File: src/rtl/core/cus_pkg.sv
// ----------------------------------------------------------------------------
// cus_pkg
// Shared types, codes and sizes of the chunked upload sequencer.
// ----------------------------------------------------------------------------
`default_nettype none

package cus_pkg;

  // job ring sizing
  localparam int QUEUE_DEPTH = 8;
  localparam int QPTR_W      = (QUEUE_DEPTH > 1) ? $clog2(QUEUE_DEPTH) : 1;
  localparam int QCNT_W      = $clog2(QUEUE_DEPTH + 1);
  localparam int LEVEL_W     = 4;

  // configuration port
  localparam int CFG_IDX_W  = 1;
  localparam int CFG_DATA_W = 16;
  localparam logic [CFG_IDX_W-1:0] CFG_CHUNK_SIZE  = 1'b0;
  localparam logic [CFG_IDX_W-1:0] CFG_REPLY_LIMIT = 1'b1;
  localparam logic [15:0] CHUNK_SIZE_RST  = 16'd256;
  localparam logic [15:0] REPLY_LIMIT_RST = 16'd5000;

  // request codes
  localparam logic [2:0] REQ_ENQUEUE = 3'd0;
  localparam logic [2:0] REQ_RUN     = 3'd1;
  localparam logic [2:0] REQ_PREPARE = 3'd2;
  localparam logic [2:0] REQ_ACK     = 3'd3;
  localparam logic [2:0] REQ_TICK    = 3'd4;

  // message kinds
  localparam logic [1:0] MSG_NONE  = 2'd0;
  localparam logic [1:0] MSG_BEGIN = 2'd1;
  localparam logic [1:0] MSG_PIECE = 2'd2;

  // completion codes
  localparam logic [1:0] CPL_NONE = 2'd0;
  localparam logic [1:0] CPL_OK   = 2'd1;
  localparam logic [1:0] CPL_FAIL = 2'd2;

  // error codes
  localparam logic [2:0] ERR_NONE       = 3'd0;
  localparam logic [2:0] ERR_QUEUE_FULL = 3'd1;
  localparam logic [2:0] ERR_SIZE_ZERO  = 3'd2;
  localparam logic [2:0] ERR_NACK       = 3'd3;
  localparam logic [2:0] ERR_TIMEOUT    = 3'd4;

  // transfer phases
  typedef enum logic [2:0] {
    PH_IDLE       = 3'd0,
    PH_COMPUTE    = 3'd1,
    PH_SEND_BEGIN = 3'd2,
    PH_WAIT_BEGIN = 3'd3,
    PH_SEND_PIECE = 3'd4,
    PH_WAIT_PIECE = 3'd5,
    PH_FINALIZE   = 3'd6,
    PH_CLEANUP    = 3'd7
  } cus_phase_t;

  typedef struct packed {
    logic [2:0]  req_type;
    logic [7:0]  job_id;
    logic [31:0] job_size;
    logic        ack_ok;
  } cus_item_t;

  typedef struct packed {
    logic [7:0]  id;
    logic [31:0] size;
  } cus_entry_t;

  // commands into the job ring
  typedef struct packed {
    logic       push;
    logic       pop;
    cus_entry_t entry;
  } cus_qcmd_t;

  // status out of the job ring
  typedef struct packed {
    logic [QCNT_W-1:0] count;
    cus_entry_t        head;
  } cus_qstat_t;

  typedef struct packed {
    logic               accepted;
    logic [1:0]         msg_kind;
    logic [7:0]         msg_job_id;
    logic [31:0]        msg_file_size;
    logic [31:0]        msg_piece_index;
    logic [31:0]        msg_offset;
    logic [15:0]        msg_length;
    logic [1:0]         complete;
    logic [2:0]         error_code;
    logic [LEVEL_W-1:0] queue_level;
  } cus_result_t;

endpackage

`default_nettype wire

File: src/rtl/core/cus_queue.sv
// ----------------------------------------------------------------------------
// cus_queue
// Ring of pending upload jobs: push at the tail, pop at the head.
// ----------------------------------------------------------------------------
`default_nettype none

module cus_queue import cus_pkg::*; (
  input  wire logic       clk,
  input  wire logic       rst_n,
  input  wire cus_qcmd_t  cmd,
  output cus_qstat_t      stat
);

  cus_entry_t        store [QUEUE_DEPTH];
  cus_entry_t        head_ent_r;
  logic [QPTR_W-1:0] head_r;
  logic [QPTR_W-1:0] head_nxt;
  logic [QCNT_W-1:0] count_r;
  logic [QCNT_W-1:0] count_nxt;
  logic [QPTR_W:0]   tail_sum;
  logic [QPTR_W-1:0] tail;

  // tail = (head + count) mod depth, sum stays below twice the depth
  always_comb begin
    tail_sum = (QPTR_W+1)'(head_r) + (QPTR_W+1)'(count_r);
    if (tail_sum >= (QPTR_W+1)'(QUEUE_DEPTH)) begin
      tail_sum = tail_sum - (QPTR_W+1)'(QUEUE_DEPTH);
    end
    tail = tail_sum[QPTR_W-1:0];
  end

  // pointer and fill count
  always_comb begin
    head_nxt  = head_r;
    count_nxt = count_r;
    if (cmd.pop) begin
      head_nxt  = (head_r == QPTR_W'(QUEUE_DEPTH - 1)) ? '0 : head_r + 1'b1;
      count_nxt = count_r - 1'b1;
    end else if (cmd.push) begin
      count_nxt = count_r + 1'b1;
    end
  end

  always_ff @(posedge clk) begin
    if (!rst_n) begin
      head_r  <= '0;
      count_r <= '0;
    end else begin
      head_r  <= head_nxt;
      count_r <= count_nxt;
    end
  end

  // entry storage, no reset
  always_ff @(posedge clk) begin
    if (cmd.push) begin
      store[tail] <= cmd.entry;
    end
  end

  // head entry read ahead for the next cycle, a push into the head slot passes through
  always_ff @(posedge clk) begin
    if (cmd.push && (tail == head_nxt)) begin
      head_ent_r <= cmd.entry;
    end else begin
      head_ent_r <= store[head_nxt];
    end
  end

  assign stat.count = count_r;
  assign stat.head  = head_ent_r;

endmodule

`default_nettype wire

File: src/rtl/core/cus_ctrl.sv
// ----------------------------------------------------------------------------
// cus_ctrl
// Transfer phase machine, current job state and result formation.
// ----------------------------------------------------------------------------
`default_nettype none

module cus_ctrl import cus_pkg::*; (
  input  wire logic                  clk,
  input  wire logic                  rst_n,
  input  wire logic                  cfg_we,
  input  wire logic [CFG_IDX_W-1:0]  cfg_index,
  input  wire logic [CFG_DATA_W-1:0] cfg_data,
  input  wire logic                  fire,
  input  wire cus_item_t             item,
  input  wire cus_qstat_t            qstat,
  output cus_qcmd_t                  qcmd,
  output cus_result_t                result
);

  logic [15:0] chunk_size_r;
  logic [15:0] reply_limit_r;

  cus_phase_t  phase_r,      phase_nxt;
  logic [7:0]  cur_id_r,     cur_id_nxt;
  logic [31:0] cur_size_r,   cur_size_nxt;
  logic [31:0] cur_offset_r, cur_offset_nxt;
  logic [31:0] piece_cnt_r,  piece_cnt_nxt;
  logic [15:0] wait_ticks_r, wait_ticks_nxt;

  logic [15:0]       cs_eff;
  logic [31:0]       remain;
  logic              last_piece;
  logic [15:0]       piece_len;
  logic              timed_out;
  logic [QCNT_W-1:0] level;

  // configuration registers
  always_ff @(posedge clk) begin
    if (!rst_n) begin
      chunk_size_r  <= CHUNK_SIZE_RST;
      reply_limit_r <= REPLY_LIMIT_RST;
    end else if (cfg_we) begin
      case (cfg_index)
        CFG_CHUNK_SIZE:  chunk_size_r  <= cfg_data;
        CFG_REPLY_LIMIT: reply_limit_r <= cfg_data;
        default: ;
      endcase
    end
  end

  // piece length: a zero chunk size counts as one
  always_comb begin
    cs_eff     = (chunk_size_r == 16'd0) ? 16'd1 : chunk_size_r;
    remain     = cur_size_r - cur_offset_r;
    last_piece = (remain <= {16'd0, cs_eff});
    piece_len  = last_piece ? remain[15:0] : cs_eff;
    timed_out  = ((phase_r == PH_WAIT_BEGIN) || (phase_r == PH_WAIT_PIECE)) &&
                 (wait_ticks_r >= reply_limit_r);
  end

  // next state and result
  always_comb begin
    phase_nxt      = phase_r;
    cur_id_nxt     = cur_id_r;
    cur_size_nxt   = cur_size_r;
    cur_offset_nxt = cur_offset_r;
    piece_cnt_nxt  = piece_cnt_r;
    wait_ticks_nxt = wait_ticks_r;
    result         = '0;
    qcmd.push      = 1'b0;
    qcmd.pop       = 1'b0;
    qcmd.entry.id   = item.job_id;
    qcmd.entry.size = item.job_size;

    if (fire) begin
      case (item.req_type)
        REQ_ENQUEUE: begin
          if (item.job_size == 32'd0) begin
            result.error_code = ERR_SIZE_ZERO;
          end else if (qstat.count >= QCNT_W'(QUEUE_DEPTH)) begin
            result.error_code = ERR_QUEUE_FULL;
          end else begin
            qcmd.push       = 1'b1;
            result.accepted = 1'b1;
          end
        end
        REQ_RUN: begin
          if (timed_out) begin
            // a timeout fails the job on the same run beat
            result.error_code = ERR_TIMEOUT;
            result.complete   = CPL_FAIL;
            phase_nxt         = PH_IDLE;
          end else begin
            case (phase_r)
              PH_IDLE: begin
                if (qstat.count != '0) begin
                  qcmd.pop       = 1'b1;
                  cur_id_nxt     = qstat.head.id;
                  cur_size_nxt   = qstat.head.size;
                  cur_offset_nxt = '0;
                  piece_cnt_nxt  = '0;
                  phase_nxt      = PH_COMPUTE;
                end
              end
              PH_COMPUTE: phase_nxt = PH_SEND_BEGIN;
              PH_FINALIZE: begin
                result.complete = CPL_OK;
                phase_nxt       = PH_IDLE;
              end
              PH_CLEANUP: begin
                result.complete = CPL_FAIL;
                phase_nxt       = PH_IDLE;
              end
              default: ;
            endcase
          end
        end
        REQ_PREPARE: begin
          if (phase_r == PH_SEND_BEGIN) begin
            result.msg_kind      = MSG_BEGIN;
            result.msg_job_id    = cur_id_r;
            result.msg_file_size = cur_size_r;
            phase_nxt            = PH_WAIT_BEGIN;
            wait_ticks_nxt       = '0;
          end else if (phase_r == PH_SEND_PIECE) begin
            result.msg_kind        = MSG_PIECE;
            result.msg_job_id      = cur_id_r;
            result.msg_piece_index = piece_cnt_r;
            result.msg_offset      = cur_offset_r;
            result.msg_length      = piece_len;
            phase_nxt              = PH_WAIT_PIECE;
            wait_ticks_nxt         = '0;
          end
        end
        REQ_ACK: begin
          if (!item.ack_ok) begin
            // nack aborts anything but idle
            if (phase_r != PH_IDLE) begin
              result.error_code = ERR_NACK;
              phase_nxt         = PH_CLEANUP;
            end
          end else if (phase_r == PH_WAIT_BEGIN) begin
            phase_nxt = PH_SEND_PIECE;
          end else if (phase_r == PH_WAIT_PIECE) begin
            cur_offset_nxt = cur_offset_r + {16'd0, piece_len};
            piece_cnt_nxt  = piece_cnt_r + 32'd1;
            phase_nxt      = last_piece ? PH_FINALIZE : PH_SEND_PIECE;
          end
        end
        REQ_TICK: begin
          if (wait_ticks_r != 16'hFFFF) begin
            wait_ticks_nxt = wait_ticks_r + 16'd1;
          end
        end
        default: ;
      endcase
    end

    // queue level after this beat
    level = qstat.count;
    if (qcmd.push) begin
      level = qstat.count + 1'b1;
    end else if (qcmd.pop) begin
      level = qstat.count - 1'b1;
    end
    result.queue_level = LEVEL_W'(level);
  end

  // job state registers
  always_ff @(posedge clk) begin
    if (!rst_n) begin
      phase_r      <= PH_IDLE;
      cur_id_r     <= '0;
      cur_size_r   <= '0;
      cur_offset_r <= '0;
      piece_cnt_r  <= '0;
      wait_ticks_r <= '0;
    end else begin
      phase_r      <= phase_nxt;
      cur_id_r     <= cur_id_nxt;
      cur_size_r   <= cur_size_nxt;
      cur_offset_r <= cur_offset_nxt;
      piece_cnt_r  <= piece_cnt_nxt;
      wait_ticks_r <= wait_ticks_nxt;
    end
  end

endmodule

`default_nettype wire

File: src/rtl/core/chunked_upload_sequencer.sv
// ----------------------------------------------------------------------------
// chunked_upload_sequencer
// Job ring plus stop-and-wait transfer sequencer, one result per request.
// ----------------------------------------------------------------------------
//  channel   direction  handshake          payload
//  in_*      input      in_valid/in_ready  req_type, job_id, job_size, ack_ok
//  out_*     output     out_valid/out_ready one result beat per request beat
//  cfg_*     input      cfg_we             cfg_index, cfg_data (16 bit)
//
//  one request beat per cycle while out_ready holds; each beat passes the input
//  register, then the phase machine and job ring update into the result register
//  the result register sets the figure: a beat leaves it only when out_ready
//  a stalled result still lets one more request into the input register
//  reset (rst_n low, synchronous) empties the ring and returns to idle
// ----------------------------------------------------------------------------
`default_nettype none

module chunked_upload_sequencer import cus_pkg::*; (
  input  wire logic                  clk,
  input  wire logic                  rst_n,
  // request channel
  input  wire logic                  in_valid,
  output logic                       in_ready,
  input  wire logic [2:0]            in_req_type,
  input  wire logic [7:0]            in_job_id,
  input  wire logic [31:0]           in_job_size,
  input  wire logic                  in_ack_ok,
  // result channel
  output logic                       out_valid,
  input  wire logic                  out_ready,
  output logic                       out_accepted,
  output logic [1:0]                 out_msg_kind,
  output logic [7:0]                 out_msg_job_id,
  output logic [31:0]                out_msg_file_size,
  output logic [31:0]                out_msg_piece_index,
  output logic [31:0]                out_msg_offset,
  output logic [15:0]                out_msg_length,
  output logic [1:0]                 out_complete,
  output logic [2:0]                 out_error_code,
  output logic [LEVEL_W-1:0]         out_queue_level,
  // configuration writes
  input  wire logic                  cfg_we,
  input  wire logic [CFG_IDX_W-1:0]  cfg_index,
  input  wire logic [CFG_DATA_W-1:0] cfg_data
);

  logic        in_vld_r;
  cus_item_t   item_r;
  logic        out_vld_r;
  cus_result_t res_r;
  cus_result_t res_nxt;
  logic        advance;
  logic        fire;
  cus_qcmd_t   qcmd;
  cus_qstat_t  qstat;

  // pipeline control
  assign advance  = !out_vld_r || out_ready;
  assign fire     = in_vld_r && advance;
  assign in_ready = !in_vld_r || advance;

  // input register
  always_ff @(posedge clk) begin
    if (!rst_n) begin
      in_vld_r <= 1'b0;
    end else if (in_ready) begin
      in_vld_r <= in_valid;
    end
  end

  always_ff @(posedge clk) begin
    if (in_valid && in_ready) begin
      item_r.req_type <= in_req_type;
      item_r.job_id   <= in_job_id;
      item_r.job_size <= in_job_size;
      item_r.ack_ok   <= in_ack_ok;
    end
  end

  cus_queue u_queue (
    .clk   (clk),
    .rst_n (rst_n),
    .cmd   (qcmd),
    .stat  (qstat)
  );

  cus_ctrl u_ctrl (
    .clk       (clk),
    .rst_n     (rst_n),
    .cfg_we    (cfg_we),
    .cfg_index (cfg_index),
    .cfg_data  (cfg_data),
    .fire      (fire),
    .item      (item_r),
    .qstat     (qstat),
    .qcmd      (qcmd),
    .result    (res_nxt)
  );

  // result register
  always_ff @(posedge clk) begin
    if (!rst_n) begin
      out_vld_r <= 1'b0;
    end else if (advance) begin
      out_vld_r <= in_vld_r;
    end
  end

  always_ff @(posedge clk) begin
    if (fire) begin
      res_r <= res_nxt;
    end
  end

  assign out_valid           = out_vld_r;
  assign out_accepted        = res_r.accepted;
  assign out_msg_kind        = res_r.msg_kind;
  assign out_msg_job_id      = res_r.msg_job_id;
  assign out_msg_file_size   = res_r.msg_file_size;
  assign out_msg_piece_index = res_r.msg_piece_index;
  assign out_msg_offset      = res_r.msg_offset;
  assign out_msg_length      = res_r.msg_length;
  assign out_complete        = res_r.complete;
  assign out_error_code      = res_r.error_code;
  assign out_queue_level     = res_r.queue_level;

endmodule

`default_nettype wire

File: config.mk
export PLATFORM = sky130hd
export DESIGN_NAME = chunked_upload_sequencer
export DESIGN_NICKNAME = d
export VERILOG_FILES = /design/src/rtl/core/cus_pkg.sv /design/src/rtl/core/cus_queue.sv /design/src/rtl/core/cus_ctrl.sv /design/src/rtl/core/chunked_upload_sequencer.sv
export SDC_FILE = /design/constraint.sdc
export NUM_CORES = 1
export LEC_CHECK = 0
export BUFFER_PORTS_ARGS = -buffer_cell sky130_fd_sc_hd__clkbuf_2
export CAP_MARGIN = 0
export CELL_PAD_IN_SITES_DETAIL_PLACEMENT = 1
export CELL_PAD_IN_SITES_GLOBAL_PLACEMENT = 2
export CORE_AREA = 2 2 259 325
export CTS_CLUSTER_SIZE = 24
export DETAILED_ROUTE_END_ITERATION = 6
export DIE_AREA = 0 0 261 327
export PLACE_DENSITY_LB_ADDON = 0.1
export SLEW_MARGIN = 15
export SYNTH_ARGS = -nofsm -noshare
export SYNTH_HDL_FRONTEND = slang
export SYNTH_SLANG_ARGS = --single-unit
File: constraint.sdc
create_clock -name clk -period 16.8 [get_ports clk]
set_input_delay 0 -clock clk [delete_from_list [all_inputs] [get_ports clk]]
set_output_delay 0 -clock clk [all_outputs]
set_load 0.02 [all_outputs]
==> summary.md, run 1 <==
| Metric | Value |
|---|---|
| Commonest non-fill, non-tap cell in the layout | edfxtp_1 |
| Hold WC Path Type | input port to flop |
| Die H | 327 um |
| Leakage | around 12 nW |
| Vias post-DR | between 15000 and 20000 |
| Reg2reg setup slack | roughly 8500 ps |
| Unique masters post-synth | 74 |
| Remaining DRCs | 0 |
| VDD IR max | about 0.064 mV |
| Hold Fails Final Rpt | 0 |
| Count of buffers from port buffering | between 150 and 200 |
| Die width | 261 um |
| Fillers | about 8600 |
| P&R area growth vs syn | 19.5% |
| Fin Hold WS | 75.0 ps |
| DP Cell Count | roughly 3400 |
| Area of the multi-input gates | 9700 um^2 |
| Post-CTS sizing | 0 |
| Top Ports | 200 |
| # clock sinks | 663 |
| Setup crit end | u_ctrl.cur_offset_r[19]$_SDFFE_PN0P_ |
| Nets@finish | roughly 2600 |
| Slew @ Worst Pin | just over 1000 ps |
| Core Area | between 80000 and 90000 um^2 |
| RSZ-0062 raised after global routing | no |
| Drt first pass iters | 5 |
| TritonCTS clock tree | yes |
| DRT iter0 DRCs | about 900 |
| Synth Flop Type | edfxtp_1 |
| Starting Density | between 30% and 40% |
| Fin crit period | 8350 ps |
| Diodes inserted | 0 |
| Worst setup EP type | flop |
| Clock-pin slew on the worst setup and hold paths | around 70 ps |
| Power Dens Cells | around 110 nW/um^2 |
| Commonest cells after routing, fill and taps aside | 496 x edfxtp_1, 199 x clkbuf_2, 182 x nor2_1, 182 x nand2_1, 164 x dfxtp_1 |
| Reg2reg start | u_ctrl.cur_offset_r[0]$_SDFFE_PN0P_ |
| Syn avg cell area | about 13 um^2 |
| Max Slew Vio Count | 0 |
| Pwr Total | 0.00370 W |
| Storage cell area | about 18000 um^2 |
| Synthesized flop and latch total | around 660 |
| Net Count, Synth | ~2300 |
| Critical path peak fanout | 33 |
| Data required, critical path | ~17000 ps |
| Worst skew pair latency | 640 ps |
| CTS max path bufs | 3 |
| Worst rel slew slack | 32.3% |
| Async SR Flop Fraction | 0% |
| Routed wire length per instance | roughly 21 um |
| Vias in the first global route | roughly 19000 |
| Final setup violating endpoints | 0 |
| Cell area after synthesis | 28500 um^2 |
| Remaining Overflow, GRT | 0 |
| Reg2Reg Depth | 30 |
| Post-DP HPWL | roughly 51 mm |
| Share of cells above drive strength 1 | between 10% and 20% |
| Critical Path Start | u_ctrl.cur_offset_r[0]$_SDFFE_PN0P_ |
| Cell Rows | 118 |
| Number of flops mapped to enable cells by yosys | 496 |
| Pin count of the biggest net entering global routing | 73 |
| Final setup margin | about 8500 ps |
| Global-route wire length before repair | around 120 mm |
| Clock buffer count from CTS | a little over 70 |
| TNS Setup | 0 ps |
| RePlAce Congestion | about 0.83 |
| Root buf cell | clkbuf_16 |
| CTS HTree Levels | 3 |
| Critical path class | flop to flop |
| Skew final | between 20 and 30 ps |
| FMAX | 120 MHz |
| CP arrival | a little under 9000 ps |
| Non-filler instance count after layout | around 3600 |
| Max-Cap Viols | 0 |
| Pre-CTS setup slack | ~8400 ps |
| Final worst-path cycle share | about half |
| Cells after Synth | approximately 2100 |
| CP Launch Type | flop |
| Cell repeated most along the worst path | ha_1 |
| Status | finished clean |
| Initial antenna violation count | 2 |
| Die Area | between 80000 and 90000 um^2 |
| DRT antenna net count | 0 |
| Sequential fraction of the synthesis area | 63.9% |
| DRT Wirelength | ~76 mm |
| Reg2reg end | u_ctrl.cur_offset_r[19]$_SDFFE_PN0P_ |
| Yosys warnings | 0 |
| CP peak stage delay | around 530 ps |
| Vias per std cell | ~5 |
| Setup Fix Bufs, Post-CTS | 0 |
| Tot GR Track Use | roughly 18% |
| Cell at the slowest stage of the critical path | o21ai_0 |
through the flow:
step	util [%]	instance area, um^2
2_1_floorplan	-	28500
5_1_grt	41.4	34100
6_report	41.4	34100
3_5_place_dp	37.4	30800
4_1_cts	41.4	34100
3_3_place_gp	37.4	30800
registers in the layout, indices dropped and copies added, names as in the netlist, 2 cells and up, named ones only:
name / cells
u_ctrl.phase_r: 3
u_ctrl.cur_id_r: 8
u_ctrl.wait_ticks_r: 16
out_msg_job_id: 8
out_msg_piece_index: 32
out_error_code: 3
u_ctrl.cur_offset_r: 32
item_r: 44
out_complete: 2
out_msg_length: 16
out_queue_level: 4
out_msg_kind: 2
u_ctrl.reply_limit_r: 16
out_msg_offset: 32
u_queue.head_r: 3
out_msg_file_size: 32
u_queue.count_r: 4
u_ctrl.chunk_size_r: 16
u_ctrl.piece_cnt_r: 32
u_queue.store: 320
u_ctrl.cur_size_r: 32
repair_timing:
| action | CTS | global route |
|---|---|---|
| hold buffers | 75 | 0 |
| endpoints found under the setup margin | 0 | 0 |
| hold endpoints to repair | 84 | 0 |
power breakdown:
part	leakage (nW)	total [W]	switching, W	internal [W]
Combinational	4.93	0.000190	0.000117	0.0000721
Sequential	5.90	0.00181	0.0000250	0.00178
Clock	1.24	0.00170	0.000668	0.00103
cell usage after synthesis (42+ instances only):
| cell type | count | area share (%) |
|---|---|---|
| xnor2_1 | 42 | 1.3 |
| mux2i_1 | 44 | 1.5 |
| mux4_2 | 80 | 6.3 |
| ha_1 | 92 | 4.0 |
| o21ai_0 | 47 | 0.82 |
| nand2_1 | 183 | 2.4 |
| inv_1 | 79 | 1.0 |
| dfxtp_1 | 167 | 12 |
| clkbuf_1 | 69 | 0.91 |
| a21oi_1 | 126 | 2.2 |
| a211oi_1 | 49 | 1.3 |
| nor2_1 | 188 | 2.5 |
| and2_1 | 93 | 2.0 |
| edfxtp_1 | 496 | 52 |
cell type report:
cell class | instances | area share, %
multi-input combinational | 1312 | 28.5
clock inverter | 40 | 1.75
clock buffer | 89 | 5.71
tap | 1080 | 3.96
inverter | 81 | 0.907
timing repair buffer | 299 | 5.67
sequential | 663 | 53.5
how the worst min path moves through the flow:
stage / slack [ps] / startpoint / depth (start not counted) / end
6_report: 70 / in_job_size[12] / 2 / item_r[13]$_DFFE_PP_
5_1_grt: 70 / in_job_size[30] / 2 / item_r[31]$_DFFE_PP_
4_1_cts: 20 / in_job_size[16] / 2 / item_r[17]$_DFFE_PP_
3_5_place_dp: 180 / in_job_size[19] / 1 / item_r[20]$_DFFE_PP_
3_3_place_gp: 180 / in_job_size[31] / 1 / item_r[32]$_DFFE_PP_
2_1_floorplan: 100 / in_ack_ok / 0 / item_r[0]$_DFFE_PP_
critical path, delay by kind of cell (launching register included):
family	cells	cell delay, ps
simple gates	8	1250
flops	1	350
buf+inv	1	370
xor+xnor	2	480
mux	1	400
compound gates	14	4130
fa+ha+maj	4	1200
routing by layer:
layer / track usage, % / wire length, um / vias up
met4: 6.71 / 2310 / 0
met2: 31.2 / 37900 / 304
li1: - / - / 8519
met1: 23.0 / 33500 / 9054
met3: 2.31 / 2430 / 114
met5: 0 / 0 / -
logic make-up after synthesis:
logic type	synth area share, %
buffers and inverters	2.31
AOI/OAI and AO/OA	7.67
xor gates and xnor gates	2.46
adders and majority gates	4.28
and+or+nand+nor	11.3
DFF	63.9
muxes	8.06
Power figures use the tool's default switching activity.
==> run 2, diff against run 1 <==
==> constraint.sdc (replaced) <==
create_clock -name clk -period 8.05 [get_ports clk]
set_input_delay 0 -clock clk [delete_from_list [all_inputs] [get_ports clk]]
set_output_delay 0 -clock clk [all_outputs]
set_load 0.02 [all_outputs]
==> run 2 against run 1 <==
  * Sequential share of layout area is 0.24 points higher
  * Die area stayed put
  * Clock skew is 11 ps lower
  * Utilization is 0.18 points lower
  * Sequential cell count stayed put
  * Via count is 0.29% lower
  * First-iteration DRC count is 3.7% higher
  * Critical path type unchanged
  * Highest routed layer unchanged
==> summary.md, run 2 (same netlist as run 1, synthesis figures left out) <==
| Metric | Value |
|---|---|
| Status | finished clean |
| Post-DP HPWL | 51.4 mm (+0.69%) |
| Worst skew pair latency | 620 ps (-20 ps) |
| Vias in the first global route | 19300 (+0.36%) |
| Fin Hold WS | 93.2 ps (+18.2 ps) |
| Final setup violating endpoints | 0 (unchanged) |
| DRT iter0 DRCs | 958 (+3.7%) |
| DP Cell Count | 3362 (+0.060%) |
| Root buf cell | clkbuf_16 |
| Reg2reg setup slack | 640 ps (-7810 ps) |
| Starting Density | 34.6% (unchanged) |
| Max Slew Vio Count | 0 (unchanged) |
| Fillers | 8593 (+0.46%) |
| Routed wire length per instance | 21.5 um (+0.57%) |
| Non-filler instance count after layout | 3565 (+0.028%) |
| Share of cells above drive strength 1 | 18.4% (+0.32 points) |
| Clock-pin slew on the worst setup and hold paths | 60 ps (about the same) |
| Hold Fails Final Rpt | 0 (unchanged) |
| Hold depth | 2 (unchanged) |
| Die H | 327 um (unchanged) |
| Critical Path Start | u_ctrl.cur_size_r[0]$_SDFFE_PN0P_ |
| P&R area growth vs syn | 19.0% |
| Count of buffers from port buffering | 199 (unchanged) |
| Nets@finish | 2589 (unchanged) |
| Data required, critical path | 8500 ps (-8780 ps) |
| Tot GR Track Use | 18.2% (+0.13 points) |
| Remaining DRCs | 0 (unchanged) |
| Commonest non-fill, non-tap cell in the layout | edfxtp_1 |
| CTS max path bufs | 3 (unchanged) |
| # clock sinks | 663 (unchanged) |
| Final worst-path cycle share | 92.1% (+42 points) |
| Slew @ Worst Pin | 1130 ps (+118 ps) |
| Max FFs per register | 320 (unchanged) |
| Biggest register | u_queue.store |
| Hold WC Path Type | input port to flop |
| Reg2Reg Depth | 34 (+13%) |
| Commonest cells after routing, fill and taps aside | 496 x edfxtp_1, 199 x clkbuf_2, 182 x nand2_1, 181 x nor2_1, 164 x dfxtp_1 |
| Setup crit end | u_ctrl.cur_offset_r[22]$_SDFFE_PN0P_ |
| DRT antenna net count | 0 (unchanged) |
| Critical path peak fanout | 8 (-76%) |
| Core Area | 82400 um^2 (unchanged) |
| Initial antenna violation count | 0 (-2) |
| Cell at the slowest stage of the critical path | fa_1 |
| Pin count of the biggest net entering global routing | 82 (+12%) |
| Remaining Overflow, GRT | 0 (unchanged) |
| DRT Wirelength | 76.6 mm (+0.60%) |
| Top Ports | 200 (unchanged) |
| Die Area | 85300 um^2 (unchanged) |
| Global-route wire length before repair | 118 mm (+1.0%) |
| VDD IR max | 0.200 mV (+210%) |
| Clock buffer count from CTS | 70 (-1.4%) |
| Cell Rows | 118 (unchanged) |
| CTS HTree Levels | 3 (unchanged) |
| Setup Fix Bufs, Post-CTS | 0 (unchanged) |
| CP peak stage delay | 460 ps (-70 ps) |
| Vias post-DR | 17900 (-0.29%) |
| Power Dens Cells | 219 nW/um^2 (+100%) |
| CP arrival | 7860 ps (-960 ps) |
| FMAX | 135 MHz (+13%) |
| Skew final | 17.6 ps (-11.1 ps) |
| Worst rel slew slack | 24.6% (-7.6 points) |
| Reg2reg start | u_ctrl.cur_size_r[0]$_SDFFE_PN0P_ |
| TritonCTS clock tree | yes |
| CP Launch Type | flop |
| Die width | 261 um (unchanged) |
| Critical path class | flop to flop |
| Reg2reg end | u_ctrl.cur_offset_r[22]$_SDFFE_PN0P_ |
| Worst setup EP type | flop |
| Vias per std cell | 5.03 (-0.32%) |
| RSZ-0062 raised after global routing | no |
| Fin crit period | 7410 ps (-937 ps) |
| RePlAce Congestion | 0.829 (-0.56%) |
| TNS Setup | 0 ps (unchanged) |
| Biggest registers after layout | u_queue.store (320), item_r (44) |
| Max-Cap Viols | 0 (unchanged) |
| Leakage | 12.0 nW (-0.88%) |
| Drt first pass iters | 4 (-1) |
-- run 2: cell types whose count changed in the layout (fill, tap and decap cells not counted), sizes merged --
cell,change
diode,+1
clkinv,+7
buf,+2
clkbuf,+3
inv,-3
dlygate4sd3,-1
bufinv,-8
-- run 2: area by class of cell --
cell class	count	area [um^2]	share of cell area, %
antenna	1	2.50	0.00737
clock buffer	92	1930	5.67
clock inverter	36	394	1.16
inverter	81	309	0.911
multi-input combinational	1312	9770	28.8
sequential	663	18200	53.8
tap	1080	1350	3.98
timing repair buffer	300	1940	5.71
-- run 2: what timing repair did --
item	in CTS	in global routing
endpoints found under the setup margin	0	17
gates resized for setup	0	16
hold buffers	74	0
endpoints found under the hold margin	83	0
-- run 2: worst min-delay path by stage --
stage / endpoint / startpoint / slack, ps
2_1_floorplan: item_r[0]$_DFFE_PP_ / in_ack_ok / 100
3_3_place_gp: item_r[37]$_DFFE_PP_ / in_job_id[4] / 180
3_5_place_dp: item_r[20]$_DFFE_PP_ / in_job_size[19] / 180
4_1_cts: item_r[32]$_DFFE_PP_ / in_job_size[31] / 50
5_1_grt: item_r[33]$_DFFE_PP_ / in_job_id[0] / 80
6_report: item_r[32]$_DFFE_PP_ / in_job_size[31] / 90
-- run 2: where the power goes --
part / total, W / internal (W) / switching [W]
sequential: 0.00377 / 0.00372 / 0.0000517
clock: 0.00325 / 0.00187 / 0.00138
combinational: 0.000403 / 0.000159 / 0.000244
-- run 2: worst max-delay path: cells and delay by family (launching register included) --
family	cells	cell delay [ps]
AO/OA/AOI/OAI	14	2870
AND/OR/NAND/NOR	9	1600
adder cells (fa/ha/maj)	5	1540
XOR/XNOR	2	370
buffers and inverters	3	330
flip-flops	1	320
multiplexers	1	180
-- run 2: layer usage --
metal / global-route usage (%) / share of wire (%) / vias to the layer above
li1: - / - / 8519
met1: 23.4 / 44 / 9015
met2: 32.0 / 51 / 308
met3: 2.12 / 3.1 / 96
met4: 5.36 / 2.3 / 0
met5: 0 / 0 / -
-- run 2: metrics by stage --
| stage | cell area [um^2] | power, W | utilization, % | setup WS [ps] |
|---|---|---|---|---|
| 4_1_cts | 33900 | 0.00754 | 41.1 | 178 |
| 2_1_floorplan | 28500 | 0.00408 | - | 688 |
| 3_5_place_dp | 30800 | 0.00423 | 37.4 | 220 |
| 3_3_place_gp | 30800 | 0.00422 | 37.4 | 504 |
| 5_1_grt | 33900 | 0.00771 | 41.2 | 0.426 |
| 6_report | 33900 | 0.00743 | 41.2 | 639 |
